==> src/hdl/iur_pkg.sv <==
`timescale 1ns / 1ps
// ----------------------------------------------------------------------------
// Inverted UART receiver package
// Shared widths, register indexes, status codes and phase encoding.
// ----------------------------------------------------------------------------
package iur_pkg;

  localparam int DataBits   = 8;
  localparam int ByteW      = 8;
  localparam int PeriodW    = 16;
  localparam int TimeoutW   = 24;
  localparam int CfgIndexW  = 2;
  localparam int CfgDataW   = 24;
  localparam int StatusW    = 2;
  localparam int BitCountW  = 4;

  localparam logic [CfgIndexW-1:0] CfgBitPeriod     = 2'd0;
  localparam logic [CfgIndexW-1:0] CfgFirstSample   = 2'd1;
  localparam logic [CfgIndexW-1:0] CfgInitTimeout   = 2'd2;
  localparam logic [CfgIndexW-1:0] CfgFrameTimeout  = 2'd3;

  localparam logic [PeriodW-1:0]  BitPeriodReset    = 16'd104;
  localparam logic [PeriodW-1:0]  FirstSampleReset  = 16'd156;
  localparam logic [TimeoutW-1:0] InitTimeoutReset  = 24'd1000000;
  localparam logic [TimeoutW-1:0] FrameTimeoutReset = 24'd100000;

  typedef enum logic [StatusW-1:0] {
    ST_BYTE    = 2'd0,
    ST_FRAMING = 2'd1,
    ST_SILENCE = 2'd2
  } status_t;

  typedef enum logic [3:0] {
    PH_HALTED = 4'b0001,
    PH_HUNT   = 4'b0010,
    PH_DATA   = 4'b0100,
    PH_STOP   = 4'b1000
  } phase_t;

endpackage

==> src/hdl/inverted_uart_receiver_top.sv <==
`timescale 1ns / 1ps
// A result is registered; it reaches the master side in the cycle after its item.
// Throughput: one item per cycle while the output register is empty or being emptied.
// Each item is one tick of the line sampler, so frame timing is set by the counters.
// Reset: synchronous; state and configuration registers return to their defaults
// and the receiver sits halted until an item with restart set arrives.
// ----------------------------------------------------------------------------
// Inverted UART receiver
// Bit-timed 8N1 receiver for an idle-low line with start and stop checks and
// a silence timeout; emits the inverted data byte or an error status.
// ----------------------------------------------------------------------------
module inverted_uart_receiver_top
  import iur_pkg::*;
(
  input  logic                 clk,
  input  logic                 rst,
  // Configuration write channel
  input  logic                 cfg_valid,
  output logic                 cfg_ready,
  input  logic [CfgIndexW-1:0] cfg_index,
  input  logic [CfgDataW-1:0]  cfg_data,
  // Line ticks in
  input  logic                 s_axis_tvalid,
  output logic                 s_axis_tready,
  input  logic [7:0]           s_axis_tdata,   // [0] line_level, [1] restart, rest zero
  // Results out
  output logic                 m_axis_tvalid,
  input  logic                 m_axis_tready,
  output logic [ByteW-1:0]     m_axis_tdata,   // [7:0] rx_byte
  output logic [StatusW-1:0]   m_axis_tuser    // [1:0] status
);

  // Configuration registers
  logic [PeriodW-1:0]  bit_period_ticks;
  logic [PeriodW-1:0]  first_sample_ticks;
  logic [TimeoutW-1:0] initial_timeout_ticks;
  logic [TimeoutW-1:0] frame_timeout_ticks;

  // Receiver state
  phase_t                phase, phase_next;
  logic [PeriodW-1:0]    tick_counter, tick_counter_next;
  logic [BitCountW-1:0]  bits_taken, bits_taken_next;
  logic [DataBits-1:0]   shift_value, shift_value_next;
  logic [TimeoutW-1:0]   timeout_counter, timeout_counter_next;

  // Output register
  logic                  out_valid;
  status_t               out_status;
  logic [ByteW-1:0]      out_byte;

  logic                  in_accept;
  logic                  line_level;
  logic                  restart;
  logic                  res_valid;
  status_t               res_status;
  logic [ByteW-1:0]      res_byte;
  logic [PeriodW-1:0]    tick_dec;
  logic [BitCountW-1:0]  bits_inc;

  assign cfg_ready     = 1'b1;
  assign s_axis_tready = !out_valid || m_axis_tready;
  assign in_accept     = s_axis_tvalid && s_axis_tready;
  assign line_level    = s_axis_tdata[0];
  assign restart       = s_axis_tdata[1];

  assign m_axis_tvalid = out_valid;
  assign m_axis_tdata  = out_byte;
  assign m_axis_tuser  = out_status;

  assign tick_dec = tick_counter - PeriodW'(1);
  assign bits_inc = bits_taken + BitCountW'(1);

  always_comb begin
    phase_next           = phase;
    tick_counter_next    = tick_counter;
    bits_taken_next      = bits_taken;
    shift_value_next     = shift_value;
    timeout_counter_next = timeout_counter;
    res_valid            = 1'b0;
    res_status           = ST_BYTE;
    res_byte             = '0;

    if (restart) begin
      phase_next           = PH_HUNT;
      timeout_counter_next = initial_timeout_ticks;
      tick_counter_next    = '0;
      bits_taken_next      = '0;
      shift_value_next     = '0;
    end else begin
      case (phase)
        PH_HALTED: begin
        end
        PH_HUNT: begin
          if (timeout_counter == '0) begin
            phase_next = PH_HALTED;
            res_valid  = 1'b1;
            res_status = ST_SILENCE;
          end else begin
            timeout_counter_next = timeout_counter - TimeoutW'(1);
            if (line_level) begin
              phase_next           = PH_DATA;
              tick_counter_next    = first_sample_ticks;
              timeout_counter_next = frame_timeout_ticks;
              bits_taken_next      = '0;
            end
          end
        end
        PH_DATA, PH_STOP: begin
          // The timeout keeps running through a frame but is only checked while hunting.
          if (timeout_counter != '0) begin
            timeout_counter_next = timeout_counter - TimeoutW'(1);
          end
          if (tick_dec != '0) begin
            tick_counter_next = tick_dec;
          end else begin
            tick_counter_next = bit_period_ticks;
            if (phase == PH_DATA) begin
              shift_value_next = {line_level, shift_value[DataBits-1:1]};
              bits_taken_next  = bits_inc;
              if (bits_inc >= BitCountW'(DataBits)) begin
                phase_next = PH_STOP;
              end
            end else if (line_level) begin
              phase_next = PH_HALTED;
              res_valid  = 1'b1;
              res_status = ST_FRAMING;
            end else begin
              phase_next      = PH_HUNT;
              bits_taken_next = '0;
              res_valid       = 1'b1;
              res_status      = ST_BYTE;
              res_byte        = ByteW'(~shift_value);
            end
          end
        end
        default: begin
          phase_next = PH_HALTED;
        end
      endcase
    end
  end

  always_ff @(posedge clk) begin
    if (rst) begin
      bit_period_ticks      <= BitPeriodReset;
      first_sample_ticks    <= FirstSampleReset;
      initial_timeout_ticks <= InitTimeoutReset;
      frame_timeout_ticks   <= FrameTimeoutReset;
    end else if (cfg_valid && cfg_ready) begin
      case (cfg_index)
        CfgBitPeriod:    bit_period_ticks      <= cfg_data[PeriodW-1:0];
        CfgFirstSample:  first_sample_ticks    <= cfg_data[PeriodW-1:0];
        CfgInitTimeout:  initial_timeout_ticks <= cfg_data[TimeoutW-1:0];
        CfgFrameTimeout: frame_timeout_ticks   <= cfg_data[TimeoutW-1:0];
        default: begin
        end
      endcase
    end
  end

  always_ff @(posedge clk) begin
    if (rst) begin
      phase           <= PH_HALTED;
      tick_counter    <= '0;
      bits_taken      <= '0;
      shift_value     <= '0;
      timeout_counter <= '0;
    end else if (in_accept) begin
      phase           <= phase_next;
      tick_counter    <= tick_counter_next;
      bits_taken      <= bits_taken_next;
      shift_value     <= shift_value_next;
      timeout_counter <= timeout_counter_next;
    end
  end

  always_ff @(posedge clk) begin
    if (rst) begin
      out_valid <= 1'b0;
    end else if (in_accept && res_valid) begin
      out_valid <= 1'b1;
    end else if (m_axis_tready) begin
      out_valid <= 1'b0;
    end
  end

  always_ff @(posedge clk) begin
    if (in_accept && res_valid) begin
      out_status <= res_status;
      out_byte   <= res_byte;
    end
  end

`ifndef ASSERT_OFF
  // Error results never carry data.
  a_error_no_data: assert property (@(posedge clk) disable iff (rst)
    (out_valid && out_status != ST_BYTE) |-> (out_byte == '0))
    else $error("error result carries nonzero data");

  // The bit count never runs past the data width.
  a_bits_bounded: assert property (@(posedge clk) disable iff (rst)
    bits_taken <= BitCountW'(DataBits))
    else $error("bit count past data width");

  // Any error result leaves the receiver halted.
  a_error_halts: assert property (@(posedge clk) disable iff (rst)
    (in_accept && res_valid && res_status != ST_BYTE) |=> (phase == PH_HALTED))
    else $error("receiver not halted after error");

  // An empty output register always lets the next item in.
  a_ready_when_empty: assert property (@(posedge clk) disable iff (rst)
    !out_valid |-> s_axis_tready)
    else $error("input stalled with empty output register");
`endif

endmodule

==> config.mk <==
export PLATFORM = sky130hd
export DESIGN_NAME = inverted_uart_receiver_top
export DESIGN_NICKNAME = d
export VERILOG_FILES = /design/src/hdl/iur_pkg.sv /design/src/hdl/inverted_uart_receiver_top.sv
export SDC_FILE = /design/constraint.sdc
export NUM_CORES = 1
export LEC_CHECK = 0
export ABC_AREA = 1
export CAP_MARGIN = 0
export CORE_UTILIZATION = 40
export CTS_CLUSTER_SIZE = 30
export DETAILED_ROUTE_END_ITERATION = 7
export DONT_BUFFER_PORTS = 1
export MAX_ROUTING_LAYER = met4
export SKIP_CTS_REPAIR_TIMING = 1
export SYNTH_ARGS = -nofsm -noshare
export SYNTH_HDL_FRONTEND = slang
export SYNTH_SLANG_ARGS = --single-unit
export TNS_END_PERCENT = 20
==> constraint.sdc <==
create_clock -name clk -period 2.85 [get_ports clk]
set_input_delay 0 -clock clk [delete_from_list [all_inputs] [get_ports clk]]
set_output_delay 0 -clock clk [all_outputs]
set_load 0.005 [all_outputs]
**Word-level counts from Yosys, hierarchy flattened**

Cells that the tools add are included.

- Multiplexer cells: 41
- Eq/ne operators: 16
- Shift-type cells: 0
- Divide/modulo/power cells: 0
- $lt $le $gt $ge: 1
- $mul: 0
- Reductions and logical operators: 23
- Bitwise logic cells: 2
- Add/sub/neg operators: 3

Operators with widths:

| operator | count |
|---|---|
| $mux W24 | 4 |
| $mux W16 | 4 |
| $mux W4 | 12 |
| $pmux W24 S2 | 1 |
| $mux W8 | 4 |
| $pmux W16 S2 | 1 |
| $logic_not A24 Y1 | 1 |
| $reduce_bool A24 Y1 | 1 |
| $sub A24 B1 Y24 const B | 1 |
| $reduce_bool A16 Y1 | 1 |
| $sub A16 B1 Y16 const B | 1 |
| $ne A3 B3 Y1 const B | 4 |
| $ne A4 B4 Y1 const B | 3 |
| $pmux W4 S3 | 1 |
| $reduce_and A4 Y1 | 3 |
| $mux W1 | 9 |
| $not A8 Y8 | 1 |
| $pmux W4 S2 | 1 |
| $reduce_and A2 Y1 | 4 |
| $reduce_and A6 Y1 | 1 |
| $reduce_bool A2 Y1 | 3 |
| $reduce_and A5 Y1 | 1 |
| $reduce_or A5 Y1 | 1 |
| $add A4 B1 Y4 const B | 1 |
| 18 further kinds | 22 |

- Output and inout port bits: 13
- Memory bits (read-only): 0
- Input bits: 39
- RAM bits: 0
- Bits in latches: 0
- Word-level logic and storage cells: 98
- Memories: 0
- Register bits: 147

**Longest topological paths before layout**

Gate-level depths: netlist (run 1).

- Depth in word-level cells: 7
- Mapped depth: 16
- Gate-level depth less buffers: 16

**Least setup slack after synthesis (run 1)**

Ideal clock, no wire load.

- Kind: register to register
- Start: reg tick_counter[0]
- End: reg out_byte[0] (netlist: m_axis_tdata[0]), enable pin
- Clock period less this slack: 2241 ps
- Path buffers: 0
- Data required time: 2516 ps
- Library setup time: 334 ps
- Arrival time: 1907 ps
- Stages on the path, launching flop included: 14
- Slack: 609 ps
- Cells stage by stage: dfxtp_1 > inv_2 > ha_1 > xnor2_1 > nand2_1 > nor2_1 > nand2_1 > nor2_1 > nand2_1 > nor2_4 > nand2_2 > o22ai_1 > nand2_1 > inv_1

- Cells in the longest elaborated chain, start to end: 6

Ends and longest elaborated chain:

| element | line | RTL |
|---|---|---|
| start: declaration | inverted_uart_receiver_top.sv:41 | `logic [PeriodW-1:0] tick_counter, tick_counter_next;` |
| start signal: assignment | inverted_uart_receiver_top.sv:170 | `tick_counter <= tick_counter_next;` |
| $sub A16 B1 Y16 | inverted_uart_receiver_top.sv:70 | `assign tick_dec = tick_counter - PeriodW'(1);` |
| $reduce_bool A16 Y1 | inverted_uart_receiver_top.sv:113 | `if (tick_dec != '0) begin` |
| $mux W1 | inverted_uart_receiver_top.sv:113 |  |
| $pmux W1 S2 | inverted_uart_receiver_top.sv:90 | `case (phase)` |
| $mux W1 | inverted_uart_receiver_top.sv:83 | `if (restart) begin` |
| $logic_and A1 B1 Y1 | inverted_uart_receiver_top.sv:188 | `if (in_accept && res_valid) begin` |
| end signal: assignment | inverted_uart_receiver_top.sv:190 | `out_byte <= res_byte;` |
| end: declaration | inverted_uart_receiver_top.sv:49 | `logic [ByteW-1:0] out_byte;` |

Every way passes these cells.
A chain may end at the register's enable or synchronous reset.

**Worst setup path after layout (run 1)**

- Start: reg timeout_counter[0]
- End: reg out_byte[7] (netlist: m_axis_tdata[7]), enable pin

- Cells in the longest elaborated chain, start to end: 5

Ends and longest elaborated chain:

| element | line | RTL |
|---|---|---|
| start: declaration | inverted_uart_receiver_top.sv:44 | `logic [TimeoutW-1:0] timeout_counter, timeout_counter_next;` |
| start signal: assignment | inverted_uart_receiver_top.sv:173 | `timeout_counter <= timeout_counter_next;` |
| $logic_not A24 Y1 | inverted_uart_receiver_top.sv:94 | `if (timeout_counter == '0) begin` |
| $mux W1 | inverted_uart_receiver_top.sv:94 |  |
| $pmux W1 S2 | inverted_uart_receiver_top.sv:90 |  |
| $mux W1 | inverted_uart_receiver_top.sv:83 |  |
| $logic_and A1 B1 Y1 | inverted_uart_receiver_top.sv:188 |  |

Every way passes these cells.

==> results by group, run 1 <==
Status
  • Status: finished with violations
  • Failing checks: negative hold slack

Logic synthesis
  • Area leader, netlist: dfxtp_1
  • Mean area per synthesized cell: 6.91 um2
  • EDFF count, synth: 10
  • Distinct cell type count after synthesis: 45
  • Mapped Cells: 1059
  • Sequential share of the synthesized area: 41.6%
  • Synth area leaders: dfxtp_1 37%, nand2_1 13%, nor2_1 8.8%
  • Ys Warns: 0
  • Syn_nets: 1102
  • Asr flop ratio synth: 0%
  • Synth Register Bits: 147
  • Yosys top cell area share: 37.5%
  • Predominant post-synthesis flop cell: dfxtp_1
  • Post-synthesis cell area: 7320 um2

Detailed routing
  • Drt pass-1 iters: 5
  • Drc violations: 0
  • Wire per inst: 14.4 um
  • Detailed Route Iter0 Violations: 399
  • WL final: 19.0 mm
  • Detail Route Antenna Nets: 0
  • Post-DR vias/cell: 5.03
  • Vias: 6609

Timing
  • Period utilization: 88.7%
  • Clock skew: 0.00859 ns
  • Final TNS setup: 0 ns
  • Period minus WS final: 2.53 ns
  • Final Hold Vio Count: 3
  • Worst-Margin Slew: 0.878 ns
  • Final Max Slew Viols: 0
  • RSZ-0062 raised after global routing: no
  • Fmax: 0.396 GHz
  • Rel. slew slack: 41.4%
  • PnR worst setup slack: 0.322 ns
  • WHS: -0.0445 ns
  • Setup Viol. Count Final: 0

Global route
  • Largest net degree at the start of global routing: 52
  • GRT Total Usage: 21.9%
  • Initial antenna violation count: 1
  • Vias in the first global route: 6163
  • Global route total overflow: 0
  • First-pass GRT wire length: 31.2 mm

Clock network
  • CTS buffer count: 17
  • Clock Latency Late Sink: 0.42 ns
  • CTS sink cnt: 147
  • Htree depth: 4
  • Clk buf depth: 2
  • Clock slew at reported path FFs: 0.06 ns
  • CTS tree: yes
  • Root buf cell: clkbuf_16

Place
  • Placer Congestion: 0.865
  • IO Port Bufs: 0
  • Post-place setup slack: 0.326 ns
  • Detail Placement HPWL: 12.6 mm
  • Post-placement cell area: 7510 um2
  • Placed Instances: 1249

Worst setup path
  • Setup crit start kind: flop
  • CP endpoint kind: flop
  • Crit Path Class: reg2reg
  • Required time of the critical path: 2.94 ns
  • Arrival @ worst endpoint: 2.61 ns
  • Crit-path max FO: 10

Layout
  • Layout cell share with drive strength beyond 1: 7.93%
  • Fin nets: 1115
  • Commonest non-fill, non-tap cell in the layout: nand2_1
  • Area of the multi-input gates: 3780 um2
  • P&R area growth vs syn: 15.2%
  • Filler cells: 1877
  • Cell Count, Final, Fillers Out: 1315
  • Final instance area: 8430 um2
  • Final Core Density: 46.9%
  • Most frequent cells in the layout: 244 x nand2_1, 170 x nor2_1, 137 x dfxtp_1, 96 x o21ai_0, 95 x a21oi_1
  • Register area: 3040 um2

Power and ir drop
  • Leak pwr: 0.00344 uW
  • VDD IR max: 0.431 mV
  • P per Cell Area: 613 nW/um2

Die
  • Die area: 18800 um2
  • Die X-Extent: 137 um
  • Die Y: 137 um
  • I/O pin count: 52
  • Num rows: 49
  • Core ar.: 18000 um2
  • Initial Util: 40.7%

Worst hold path
  • Type of the most critical hold path: in2reg

Job
  • Max_cap viols: 0
final timing paths:
check                           from                 endpoint  cells past startpoint  slack, ns
min                        cfg_valid      bit_period_ticks[6]                      4      -0.04
max               timeout_counter[0]          m_axis_tdata[7]                     10       0.32
min reg2reg  frame_timeout_ticks[17]  frame_timeout_ticks[17]                      2       0.45
max reg2reg       timeout_counter[0]          m_axis_tdata[7]                     10       0.32
area by class of cell:
class	count	area share (%)
antenna	1	0.0297
clock buffer	17	5.05
clock inverter	15	1.65
inverter	78	3.47
multi-input combinational	784	44.8
sequential	147	36.1
tap	229	3.40
timing repair buffer	44	5.52
power by group:
| group | total, uW | switching (uW) | internal [uW] |
|---|---|---|---|
| clock | 2170 | 894 | 1280 |
| combinational | 767 | 492 | 275 |
| sequential | 2230 | 62.6 | 2170 |
kinds of logic after synthesis:
logic type      count (synthesis)  synth area share [%]
mux                             1                 0.137
other cells                     1                0.0512
simple gates                  543                  32.8
flops                         147                  41.6
compound gates                221                  15.9
buf+inv                       128                  6.87
xor+xnor                       14                  1.93
fa+ha+maj                       4                 0.684
registers in the layout, summed over array words and instances, names as in the netlist:
signal / cells
timeout_counter: 24
initial_timeout_ticks: 24
m_axis_tuser: 2
shift_value: 8
m_axis_tvalid: 1
frame_timeout_ticks: 24
m_axis_tdata: 8
phase: 4
first_sample_ticks: 16
tick_counter: 16
bits_taken: 4
bit_period_ticks: 16
metal layers:
metal | track usage (%) | vias up | routed length [um]
met2 | 36.5 | 101 | 8990
met4 | 7.63 | 0 | 247
met3 | 3.20 | 21 | 586
met5 | - | - | 0
met1 | 26.8 | 2982 | 9130
li1 | - | 3505 | -
critical path, stage by stage, from the launching register on:
cell,delay [ns]
dfxtp_1,0.29
inv_1,0.13
ha_1,0.25
nand2_1,0.14
nor2_4,0.19
nand4_1,0.19
nor3b_1,0.25
nand2_1,0.16
o22ai_1,0.18
nand2_1,0.11
inv_1,0.30
per-stage QoR:
| stage | power [uW] | hold WS, ns |
|---|---|---|
| final | 5170 | -0.0445 |
| after global routing | 5400 | 0.00782 |
| after CTS | 5130 | -0.373 |
| after detailed placement | 2960 | 0.0754 |
| after global placement | 2950 | 0.0734 |
| after floorplan | 2830 | 0.102 |
synth_stat cells, drive strengths merged, types with 4 or more instances:
| master | number |
|---|---|
| nand2 | 255 |
| nor2 | 185 |
| dfxtp | 137 |
| o21ai | 103 |
| a21oi | 95 |
| inv | 76 |
| nand3 | 57 |
| clkbuf | 35 |
| nand4 | 18 |
| buf | 15 |
| nand3b | 13 |
| edfxtp | 10 |
| o211ai | 10 |
| nor3 | 9 |
| xor2 | 9 |
| a31oi | 6 |
| xnor2 | 5 |
| ha | 4 |
| o22ai | 4 |
Note: power is estimated with default switching activity, not from simulation.
==> run 2, diff against run 1 <==
--- a/config.mk
+++ b/config.mk
@@ -5,10 +5,8 @@
 export SDC_FILE = /design/constraint.sdc
 export NUM_CORES = 1
 export LEC_CHECK = 0
-export ABC_AREA = 1
 export CAP_MARGIN = 0
 export CORE_UTILIZATION = 40
-export CTS_CLUSTER_SIZE = 30
 export DETAILED_ROUTE_END_ITERATION = 7
 export DONT_BUFFER_PORTS = 1
 export MAX_ROUTING_LAYER = met4
==> run 2 against run 1 <==
Compared with the run above: the run still ends with negative hold slack left; die area shrank 3.8%; core utilization rose by 2.6 points; non-clock buffer count grew 42; global-route usage grew 0.51 points; setup slack got worse by 0.26 ns; wire length is 2.5% higher; total power decreased by 3.2%; first-iteration DRC count rose by 33%; cell count is 11% lower; clock power grew 4%; flip-flop and latch count did not move; hold slack improved by 0.0058 ns; largest power group is now the clock network; highest routed layer unchanged.
==> results by group, run 2 <==
Detailed routing
  • Drc violations: 0
  • Wire per inst: 16.6 um
  • Detailed Route Iter0 Violations: 532
  • WL final: 19.4 mm
  • Post-DR vias/cell: 5.54
  • Vias: 6477
  • Detail Route Antenna Nets: 0
  • Drt pass-1 iters: 5

Logic synthesis
  • EDFF count, synth: 10
  • Distinct cell type count after synthesis: 65
  • Predominant post-synthesis flop cell: dfxtp_1
  • Syn_nets: 933
  • Synth area leaders: dfxtp_1 39%, nand2_1 11%, a21oi_1 5.8%
  • Yosys top cell area share: 39.0%
  • Sequential share of the synthesized area: 43.3%
  • Most common cell in the netlist: nand2_1
  • Area leader, netlist: dfxtp_1
  • Synth Register Bits: 147
  • Ys Warns: 0
  • Mean area per synthesized cell: 7.90 um2
  • Post-synthesis cell area: 7030 um2
  • Top post-synthesis cells by count: 211 x nand2_1, 137 x dfxtp_1, 81 x a21oi_1
  • Mapped Cells: 890
  • Asr flop ratio synth: 0%

Global route
  • Vias in the first global route: 5726
  • First-pass GRT wire length: 30.6 mm
  • Initial antenna violation count: 0
  • Largest net degree at the start of global routing: 117
  • Global route total overflow: 0
  • GRT Total Usage: 22.4%

Worst setup path
  • CP startpoint: tick_counter[5]
  • Setup crit start kind: flop
  • CP endpoint kind: flop
  • Crit-path max FO: 8
  • Buf+Inv Stages, Crit Path: 0
  • Slowest CP cell: or4_4
  • Arrival @ worst endpoint: 3.09 ns
  • CP max stage delay: 0.60 ns
  • Crit path max-delay family: simple AND/OR/NAND/NOR gates
  • FF-to-FF Start: tick_counter[5]
  • Required time of the critical path: 3.15 ns
  • R2r setup slk: 0.06 ns
  • Crit Path Class: reg2reg
  • CP most frequent cell: or3_4
  • Crit-path cells: or3_4, or4b_4, a21oi_2, nand3b_1, or4_4, or3_4, nor2_2

Place
  • Placed Instances: 1094
  • Post-place setup slack: -0.0762 ns
  • Detail Placement HPWL: 12.2 mm
  • IO Port Bufs: 0
  • Placer Congestion: 0.882
  • Post-placement cell area: 7410 um2

Timing
  • Clock skew: 0.00916 ns
  • Setup Viol. Count Final: 0
  • Final Max Slew Viols: 0
  • WHS: -0.0386 ns
  • PnR worst setup slack: 0.0580 ns
  • Period utilization: 98.0%
  • Final Hold Vio Count: 2
  • Period minus WS final: 2.79 ns
  • Worst-Margin Slew: 1.10 ns
  • Rel. slew slack: 26.7%
  • Fmax: 0.358 GHz
  • RSZ-0062 raised after global routing: yes

Power and ir drop
  • P per Cell Area: 585 nW/um2
  • VDD IR max: 0.430 mV
  • Leak pwr: 0.00313 uW

Die
  • Core ar.: 17200 um2
  • Num rows: 48
  • Die Y: 135 um
  • Die area: 18100 um2
  • Initial Util: 40.8%
  • Die X-Extent: 135 um
  • I/O pin count: 52

Job
  • Max_cap viols: 0

Worst hold path
  • Type of the most critical hold path: in2reg
  • HP Start: s_axis_tdata[1]

Layout
  • P&R area growth vs syn: 21.4%
  • Layout cell share with drive strength beyond 1: 12.6%
  • Commonest non-fill, non-tap cell in the layout: nand2_1
  • Cell Count, Final, Fillers Out: 1169
  • Largest regs: frame_timeout_ticks: 24 flops, initial_timeout_ticks: 24 flops, timeout_counter: 24 flops
  • Fin nets: 974
  • Final Core Density: 49.6%
  • Antenna cells: 0
  • Most frequent cells in the layout: 211 x nand2_1, 136 x dfxtp_1, 80 x a21oi_1, 59 x nor2_1, 45 x buf_4
  • Final instance area: 8540 um2

Clock network
  • Htree depth: 4
  • CTS sink cnt: 147
  • CTS buffer count: 17
  • CTS tree: yes
  • Root buf cell: clkbuf_16
  • Clock Latency Late Sink: 0.43 ns
  • Clk buf depth: 2
  • Clock slew at reported path FFs: 0.06 ns

Status
  • Failing checks: negative hold slack
  • Status: finished with violations
[run 2: path summary, 6_finish.rpt]
kind | to | depth (start not counted)
setup / recovery | m_axis_tdata[7] | 7
hold / removal | timeout_counter[19] | 4
setup reg to reg | m_axis_tdata[7] | 7
hold reg to reg | first_sample_ticks[1] | 2
[run 2: area by class of cell]
cell class / count / area (um2)
well taps: 225 / 282
flip-flops and latches: 147 / 3040
clock inverters: 14 / 151
clock buffers: 18 / 439
repair buffers: 86 / 813
fillers: 1677 / 8690
inverters: 9 / 33.8
multi-input cells: 670 / 3780
[run 2: cells by family (layout without fill, tap and decap cells)]
group	count (synthesis)	after routing	share of synthesized area, %
mux	4	4	0.569
compound gates	212	212	18.8
simple gates	424	424	29.1
buf+inv	73	127	4.45
fa+ha+maj	4	4	0.712
flops	147	147	43.3
xor+xnor	25	25	3.11
other cells	1	1	0.0533
[run 2: routing by layer]
| layer | wire length, um | up-vias | part of all wire [%] | track usage (%) |
|---|---|---|---|---|
| met1 | 9440 | 3091 | 49 | 29.5 |
| met5 | 0 | - | 0 | - |
| met3 | 920 | 19 | 4.7 | 6.16 |
| li1 | - | 3211 | - | - |
| met4 | 214 | 0 | 1.1 | 7.24 |
| met2 | 8850 | 156 | 46 | 33.1 |
[run 2: per-stage QoR]
| stage | power (uW) | TNS [ns] |
|---|---|---|
| floorplan | 2590 | -0.241 |
| global placement | 2690 | -0.0647 |
| detailed placement | 2690 | -0.528 |
| CTS | 4920 | -0.742 |
| global route | 5200 | -0.0923 |
| finish | 5000 | 0 |
[run 2: where the power goes]
part	internal (uW)	switching (uW)	total, uW
Clock	1320	928	2250
Combinational	230	326	556
Sequential	2140	53.3	2200
[run 2: worst min-delay path, cell delays in order]
cell and delay, ns:
nor2_1 0.08, nand2_1 0.08, a21oi_1 0.06, nor3_1 0.12
==> run 3, diff against run 2 <==
--- a/config.mk
+++ b/config.mk
@@ -6,10 +6,13 @@
 export NUM_CORES = 1
 export LEC_CHECK = 0
 export CAP_MARGIN = 0
-export CORE_UTILIZATION = 40
+export CORE_UTILIZATION = 62
+export CTS_BUF_LIST = sky130_fd_sc_hd__clkbuf_16
+export CTS_CLUSTER_DIAMETER = 120
 export DETAILED_ROUTE_END_ITERATION = 7
 export DONT_BUFFER_PORTS = 1
 export MAX_ROUTING_LAYER = met4
+export PLACE_DENSITY = 0.78
 export SKIP_CTS_REPAIR_TIMING = 1
 export SYNTH_ARGS = -nofsm -noshare
 export SYNTH_HDL_FRONTEND = slang
==> run 3 against run 2 <==
Compared with the run above: the flow still finishes with violations (negative hold slack); wire length grew 5.9%; flip-flop and latch count stayed put; clock skew decreased by 0.0014 ns; sequential power about the same; critical endpoint is now timeout_counter[12]; critical path depth rose by 1; critical path type unchanged.
==> results by group, run 3 (synthesized netlist as in run 2, its figures left out) <==
Status
  • Status: finished with violations
  • Failing checks: negative hold slack

Worst setup path
  • R2R depth: 8
  • Crit Path Class: reg2reg
  • Crit-path max FO: 15
  • FF-to-FF Start: timeout_counter[8]
  • CP endpoint kind: flop
  • Required time of the critical path: 3.15 ns
  • Arrival @ worst endpoint: 3.12 ns
  • Setup crit start kind: flop
  • CP startpoint: timeout_counter[8]

Timing
  • Period utilization: 99.0%
  • Final TNS setup: 0 ns
  • Final Max Slew Viols: 0
  • Period minus WS final: 2.82 ns
  • Fmax: 0.355 GHz
  • Worst-Margin Slew: 1.28 ns
  • Final Hold Vio Count: 6
  • WHS: -0.0439 ns
  • Setup Viol. Count Final: 0
  • Clock skew: 0.00778 ns
  • Rel. slew slack: 14.6%

Detailed routing
  • Wire per inst: 19.1 um
  • Detailed Route Iter0 Violations: 780
  • Drc violations: 0
  • Drt pass-1 iters: 6
  • Vias: 6781
  • WL final: 20.6 mm
  • Post-DR vias/cell: 6.31
  • Detail Route Antenna Nets: 0

Worst hold path
  • Type of the most critical hold path: in2reg
  • HP Start: s_axis_tdata[1]
  • Hold Path Stages: 4

Clock network
  • Htree depth: 4
  • CTS tree: yes
  • CTS sink cnt: 147
  • Clock Latency Late Sink: 0.43 ns
  • CTS buffer count: 17
  • Clk buf depth: 2
  • Clock slew at reported path FFs: 0.06 ns
  • Root buf cell: clkbuf_16

Place
  • Post-placement cell area: 7260 um2
  • IO Port Bufs: 0
  • Placed Instances: 1004
  • Placer Congestion: 0.921
  • Detail Placement HPWL: 12.5 mm

Global route
  • Largest net degree at the start of global routing: 117
  • Initial antenna violation count: 1
  • Vias in the first global route: 6252
  • GRT Total Usage: 35.1%
  • First-pass GRT wire length: 30.9 mm
  • Global route total overflow: 0

Power and ir drop
  • VDD IR max: 0.429 mV
  • P per Cell Area: 601 nW/um2
  • Leak pwr: 0.00308 uW

Die
  • Initial Util: 64.3%
  • Die Y: 109 um
  • Die X-Extent: 109 um
  • Die area: 11800 um2
  • I/O pin count: 52
  • Num rows: 38
  • Core ar.: 10900 um2

Layout
  • Final instance area: 8300 um2
  • Fin nets: 963
  • Commonest non-fill, non-tap cell in the layout: nand2_1
  • P&R area growth vs syn: 18.0%
  • Final Core Density: 75.9%
  • Largest regs: frame_timeout_ticks: 24 flops, initial_timeout_ticks: 24 flops, timeout_counter: 24 flops
  • Most frequent cells in the layout: 211 x nand2_1, 136 x dfxtp_1, 79 x a21oi_1, 58 x nor2_1, 44 x a211oi_1
  • Cell Count, Final, Fillers Out: 1074
  • Layout cell share with drive strength beyond 1: 11.3%
  • Filler cells: 813

Job
  • Max_cap viols: 0
run 3: report_power, final:
part,total [uW],switching (uW),internal (uW)
Clock,2210,857,1350
Combinational,573,346,228
Sequential,2200,59.3,2150
Total,4990,1260,3720
run 3: worst paths after layout:
check / to / slack (ns)
setup / recovery: timeout_counter[12] / 0.03
hold / removal: timeout_counter[19] / -0.04
setup reg to reg: timeout_counter[12] / 0.03
hold reg to reg: frame_timeout_ticks[20] / 0.45
run 3: stage by stage:
step	setup slack, ns	hold slack [ns]	total power, uW
floorplan	-0.0302	0.121	2590
finish	0.0297	-0.0439	4990
global placement	0.0354	0.0831	2670
CTS	-0.0855	-0.364	4860
detailed placement	-0.0637	0.0838	2690
global route	-0.0328	0.00494	5140
run 3: worst max-delay path, stage by stage, from the launching register on:
cell	delay [ns]
dfxtp_1	0.38
or4_1	0.63
or3_1	0.42
nor4b_4	0.32
nor2_1	0.12
o21a_1	0.32
buf_4	0.26
nor2_1	0.16
nor3_1	0.07
run 3: final cells by class:
cell class                 count  area (um2)  area share (%)
inverter                       9        33.8           0.407
antenna                        1        2.50          0.0301
sequential                   147        3040            36.7
timing repair buffer          75         719            8.66
multi-input combinational    670        3750            45.2
clock buffer                  17         425            5.12
tap                          140         175            2.11
clock inverter                15         150            1.81
run 3: per-layer routing:
layer	track usage (%)	share of wire (%)	wire, um
met2	55.0	48	9860
met1	43.4	41	8460
met3	7.78	8.3	1710
met4	15.5	2.6	531
met5	-	0	0
